### src/rtl/nmeachk_pkg.sv
// Shared types, character codes and helpers for the NMEA 0183 sentence checker.
package nmeachk_pkg;

  typedef enum logic [1:0] {
    ST_OK           = 2'd0,
    ST_CANNOT_PARSE = 2'd1,
    ST_BAD_SUM      = 2'd2
  } status_t;

  localparam logic [7:0] CH_DOLLAR = 8'h24;
  localparam logic [7:0] CH_BANG   = 8'h21;
  localparam logic [7:0] CH_STAR   = 8'h2A;
  localparam logic [7:0] CH_CR     = 8'h0D;
  localparam logic [7:0] CH_LF     = 8'h0A;
  localparam logic [7:0] CH_LOW    = 8'h20;
  localparam logic [7:0] CH_HIGH   = 8'h7E;

  // index of the last identifier character (marker sits at index 0)
  localparam int unsigned ID_LAST   = 5;
  // shortest sentence that yields a result
  localparam int unsigned MIN_LEN   = 6;
  // a '*' this close to the end means a checksum field is present
  localparam int unsigned SUM_TAIL  = 6;
  localparam int unsigned SUM_CHARS = 2;
  // reported length field; a wider saturated count keeps its low bits
  localparam int unsigned LEN_OUT_W = 11;

  typedef struct packed {
    logic        fire;
    status_t     status;
    logic [39:0] id;
    logic [7:0]  sum;
  } result_t;

  // {is_hex, nibble}
  function automatic logic [4:0] hex_decode(input logic [7:0] c);
    logic [4:0] r;
    r = 5'd0;
    if (c >= 8'h30 && c <= 8'h39) begin
      r = {1'b1, 4'(c - 8'h30)};
    end else if (c >= 8'h41 && c <= 8'h46) begin
      r = {1'b1, 4'(c - 8'h37)};
    end else if (c >= 8'h61 && c <= 8'h66) begin
      r = {1'b1, 4'(c - 8'h57)};
    end
    return r;
  endfunction

endpackage

### src/rtl/nmeachk_parser.sv
// Per-byte sentence state and result evaluation.
module nmeachk_parser import nmeachk_pkg::*; #(
  parameter int unsigned MAX_LEN = 1024,
  parameter int unsigned LEN_W   = $clog2(MAX_LEN + 1)
) (
  input  logic             clk,
  input  logic             rst,
  input  logic             step,
  input  logic [7:0]       byte_in,
  input  logic             last_byte,
  output result_t          res,
  output logic [LEN_W-1:0] res_len
);

  logic             in_sentence, in_sentence_next;
  logic [LEN_W-1:0] len, len_next;
  logic [7:0]       xor_acc, xor_acc_next;
  logic             star_seen, star_seen_next;
  logic [LEN_W-1:0] last_star, last_star_next;
  logic [15:0]      sum_chars, sum_chars_next;
  logic [1:0]       sum_cnt, sum_cnt_next;
  logic             garbage, garbage_next;
  logic [39:0]      id_chars, id_chars_next;

  logic             bad_char;
  logic [4:0]       hex_hi, hex_lo;
  logic             sum_match, has_sum;

  assign bad_char = (byte_in < CH_LOW || byte_in > CH_HIGH) &&
                    byte_in != CH_CR && byte_in != CH_LF;

  always_comb begin
    in_sentence_next = in_sentence;
    len_next         = len;
    xor_acc_next     = xor_acc;
    star_seen_next   = star_seen;
    last_star_next   = last_star;
    sum_chars_next   = sum_chars;
    sum_cnt_next     = sum_cnt;
    garbage_next     = garbage;
    id_chars_next    = id_chars;
    if (!in_sentence) begin
      // idle state is always cleared, so only the marker matters
      if (byte_in == CH_DOLLAR || byte_in == CH_BANG) begin
        in_sentence_next = 1'b1;
        len_next         = LEN_W'(1);
      end
    end else begin
      if (len < LEN_W'(MAX_LEN)) len_next = len + LEN_W'(1);
      if (bad_char) garbage_next = 1'b1;
      if (len <= LEN_W'(ID_LAST)) id_chars_next = {id_chars[31:0], byte_in};
      if (star_seen && sum_cnt < 2'(SUM_CHARS)) begin
        sum_chars_next = {sum_chars[7:0], byte_in};
        sum_cnt_next   = sum_cnt + 2'd1;
      end
      if (byte_in == CH_STAR) begin
        star_seen_next = 1'b1;
        last_star_next = len;
      end else if (!star_seen) begin
        xor_acc_next = xor_acc ^ byte_in;
      end
    end
  end

  // result is judged on the state after this byte
  assign hex_hi    = hex_decode(sum_chars_next[15:8]);
  assign hex_lo    = hex_decode(sum_chars_next[7:0]);
  assign sum_match = sum_cnt_next == 2'(SUM_CHARS) && hex_hi[4] && hex_lo[4] &&
                     {hex_hi[3:0], hex_lo[3:0]} == xor_acc_next;
  assign has_sum   = star_seen_next &&
                     ({1'b0, last_star_next} + (LEN_W+1)'(SUM_TAIL) >= {1'b0, len_next});

  always_comb begin
    res.fire   = last_byte && in_sentence_next && len_next >= LEN_W'(MIN_LEN);
    res.sum    = xor_acc_next;
    res.id     = id_chars_next;
    res.status = ST_OK;
    if (garbage_next) begin
      res.status = ST_CANNOT_PARSE;
      res.id     = 40'd0;
    end else if (has_sum && !sum_match) begin
      res.status = ST_BAD_SUM;
    end
  end

  assign res_len = len_next;

  always_ff @(posedge clk) begin
    if (rst || (step && last_byte)) begin
      in_sentence <= 1'b0;
      len         <= '0;
      xor_acc     <= '0;
      star_seen   <= 1'b0;
      last_star   <= '0;
      sum_chars   <= '0;
      sum_cnt     <= '0;
      garbage     <= 1'b0;
      id_chars    <= '0;
    end else if (step) begin
      in_sentence <= in_sentence_next;
      len         <= len_next;
      xor_acc     <= xor_acc_next;
      star_seen   <= star_seen_next;
      last_star   <= last_star_next;
      sum_chars   <= sum_chars_next;
      sum_cnt     <= sum_cnt_next;
      garbage     <= garbage_next;
      id_chars    <= id_chars_next;
    end
  end

endmodule

### config.mk
export PLATFORM = sky130hd
export DESIGN_NAME = nmeachk_parser
export DESIGN_NICKNAME = d
export VERILOG_FILES = /design/src/rtl/nmeachk_pkg.sv /design/src/rtl/nmeachk_parser.sv
export SDC_FILE = /design/constraint.sdc
export NUM_CORES = 1
export LEC_CHECK = 0
export BUFFER_PORTS_ARGS = -buffer_cell sky130_fd_sc_hd__buf_2
export CAP_MARGIN = 20
export CORE_MARGIN = 5
export CORE_UTILIZATION = 51
export DETAILED_ROUTE_END_ITERATION = 10
export GPL_TIMING_DRIVEN = 0
export PLACE_DENSITY = 0.81
export RECOVER_POWER = 100
export SYNTH_ARGS = -nofsm -noshare
export SYNTH_HDL_FRONTEND = slang
export SYNTH_SLANG_ARGS = --single-unit
### constraint.sdc
create_clock -name clk -period 13.45 [get_ports clk]
set_clock_uncertainty 0.15 [all_clocks]
set_input_delay 2.69 -clock clk [delete_from_list [all_inputs] [get_ports clk]]
set_output_delay 2.69 -clock clk [all_outputs]
set_load 0.005 [all_outputs]
==> results.py <==
metrics = {
    "die": {
        "num_rows": 39,
        "coreArea_sq_um": 11270,
        "pin_count": 74,
        "die_w_um": 116.6,
        "start_util": 0.5146,
        "die_height_um": 116.6,
        "die_area_sq_um": 13610,
    },
    "cts": {
        "root_buffer": "clkbuf_16",
        "h-tree-depth": 3,
        "cts.sinks": 91,
        "hold_buffers": 0,
        "tritoncts": "done",
        "insertion_delay_ns": 0.34,
        "cts_setup_buffers": 0,
        "cts_max_path_buffers": 2,
        "cts_made_buffers": 9,
        "clk_pin_slew_ns": 0.07,
        "cts_resized": 0,
    },
    "global_route": {
        "grt_start_max_net_pins": 17,
        "globalRouteOverflowTotal": 0,
        "grt_pass1_wl_mm": 25.55,
        "grt_pass1_vias": 5169,
        "grtUsageTotal": 0.2333,
        "antenna_found_initial": 0,
    },
    "placement": {
        "placed_area_sq_um": 6325,
        "dp_cells": 1003,
        "place_ws_ns": 4.417,
        "gp_congestion": 0.8990,
        "hpwl_mm": 11.71,
        "numPortBuffers": 69,
    },
    "pwr": {
        "p_per_area_nw_per_um2": 88.78,
        "peakVddDrop_v": 0.00006013,
        "p_leak_nw": 2.394,
    },
    "critical_path": {
        "rrSetupSlack_ns": 10.63,
        "reg2reg_depth": 11,
        "end_kind": "output pin",
        "cp_top_family": "simple AND/OR/NAND/NOR gates",
        "slowest_stage": "nor4b_1",
        "rr_startpoint": "len[1]$_SDFFE_PP0P_",
        "slowest_delay_ns": 1.19,
        "cp-start-kind": "primary input",
        "worstPathBufferInverterCount": 3,
        "crit_top_cell": "o21ai_0",
        "crit_fanout": 10,
        "cp_data_arrival_time_ns": 7.18,
        "worstPathCellList": "clkbuf_1 > nor4b_1 > nand3_1 > clkbuf_1 > nand2_1 > o21ai_0 > ha_1 > nor2b_1 > o21ai_0 > o211a_1 > o21ai_0 > o21ai_0 > a211o_1 > a31oi_1 > clkbuf_1",
        "criticalPathCategory": "primary input to output pin",
        "r2r_end": "id_chars[34]$_SDFFE_PP0P_",
        "required_ns": 10.61,
    },
    "final_layout": {
        "final_nets": 902,
        "area_growth_syn_to_layout_pct": 13.20,
        "fin_cells": 1019,
        "layout-drive-gt1-share": 0.06507,
        "multiInputGateArea_sq_um": 3627,
        "final-seq-area_sq_um": 1822,
        "fin_area_sq_um": 6566,
        "final_cell_mix": "172 x nand2_1, 103 x clkbuf_1, 92 x a21oi_1",
        "final_common_cell": "nand2_1",
        "final_util": 0.5825,
        "antenna_cells": 0,
        "fill_cells": 1045,
    },
    "status": {
        "status": "completed",
    },
    "timing": {
        "tns_ns": 0,
        "setup_viol": 0,
        "slew_headroom": 0.03176,
        "slew_viol_final": 0,
        "hold_viol": 0,
        "worstMarginPinSlew_ns": 1.432,
        "setup_slack_ns": 3.428,
        "fmax_mhz": 99.78,
        "min_period_ns": 10.02,
        "post-route-period-util": 0.7451,
        "grt_setup_unrepaired": "no",
    },
    "synthesis": {
        "mappedNetlistArea_sq_um": 5801,
        "ys_seq_elements": 91,
        "ys_types": 61,
        "synth_enable_flop_cells": 0,
        "yosysTopAreaCellShare": 0.3141,
        "ys_warn_count": 0,
        "synthTopCellsByArea": "dfxtp_1 31%, nand2_1 11%, mux2i_1 8.6%",
        "synthFlopType": "dfxtp_1",
        "synth_area_leader_cell": "dfxtp_1",
        "syn-num-nets": 822,
        "yosysSeqAreaShare": 0.3141,
        "synthArstFlopShare": 0,
        "synthCells": 791,
        "syn_area_per_cell_sq_um": 7.333,
    },
    "run": {
        "cap_violations": 0,
    },
    "hold_path": {
        "min_delay_path_depth": 2,
        "hold_path.class": "register to register",
        "hp-start": "id_chars[36]$_SDFFE_PP0P_",
        "hold_end": "id_chars[36]$_SDFFE_PP0P_",
    },
    "detailed_routing": {
        "detail-route-antenna-nets": 0,
        "viasPerCell": 5.722,
        "wirelength_mm": 15.95,
        "routedWlPerCell_um": 15.65,
        "drcViolationCount": 0,
        "drtIter0Drc": 570,
        "vias": 5831,
        "drtPass1Iterations": 6,
    },
}
-- where the power goes --
group          internal (mW)  switching, mW  total, mW
registers              0.271       0.000847      0.272
logic                 0.0106         0.0261     0.0367
clock network          0.164          0.110      0.275
total                  0.446          0.137      0.583
-- logic make-up after synthesis --
group           after synthesis  share of synthesized area
mux                          53                    0.09275
buf+inv                      84                    0.05802
xor+xnor                     40                    0.06040
flops                        91                     0.3141
compound gates              156                     0.1624
fa+ha+maj                    19                    0.04098
simple gates                348                     0.2714
-- cell usage after synthesis, drive strengths merged (7+ instances only) --
cell / count
nand2: 173
a21oi: 92
dfxtp: 91
nor2: 91
mux2i: 50
clkbuf: 49
nand3: 26
inv: 21
xnor2: 20
xor2: 20
ha: 19
o21ai: 16
buf: 14
a211oi: 12
nor3: 10
nor4b: 7
-- metrics by stage --
step	power (mW)	hold slack [ns]
floorplan	0.3015	0.2815
global placement	0.3135	0.2888
detailed placement	0.3143	0.2968
CTS	0.5848	0.3060
global route	0.6013	0.3452
finish	0.5830	0.3067
-- sequential cells by signal, summed over array words and instances (netlist names) --
| name | cells |
|---|---|
| last_star | 11 |
| sum_chars | 16 |
| xor_acc | 8 |
| star_seen | 1 |
| len | 11 |
| garbage | 1 |
| sum_cnt | 2 |
| id_chars | 40 |
| in_sentence | 1 |
-- worst reg2reg max path, cell delays in order, from the launching register on --
cell,delay [ns]
dfxtp_1,0.33
clkbuf_1,0.35
inv_1,0.15
ha_1,0.20
nor3b_1,0.20
nor4_1,0.07
and3_1,0.20
clkbuf_1,0.15
nand2_1,0.15
clkbuf_1,0.47
nand2_1,0.13
a21oi_1,0.18
-- metal layers --
metal | wire length [um] | GRT usage
met1 | 7301 | 0.3254
met2 | 7348 | 0.3715
met3 | 1075 | 0.04819
met4 | 225 | 0.05581
met5 | 0 | 0
-- worst max-delay path by stage --
| stage | start | endpoint | slack (ns) | cells after the start |
|---|---|---|---|---|
| 4_1_cts | byte_in[2] | res[49] | 4.40 | 15 |
| 3_3_place_gp | byte_in[2] | res[49] | 4.47 | 15 |
| 3_5_place_dp | byte_in[2] | res[49] | 4.42 | 15 |
| 5_1_grt | byte_in[5] | res[49] | 3.17 | 15 |
| 2_1_floorplan | byte_in[7] | res[49] | 5.25 | 14 |
| 6_report | byte_in[5] | res[49] | 3.43 | 15 |
-- area by class of cell --
type / count / share of cell area
multi-input cells: 616 / 0.5524
flip-flops and latches: 91 / 0.2774
repair buffers: 69 / 0.04287
plain buffers: 63 / 0.03868
clock buffers: 9 / 0.03430
well taps: 143 / 0.02725
clock inverters: 7 / 0.01505
inverters: 21 / 0.01200
No activity file was read; power rests on OpenSTA's default activity.
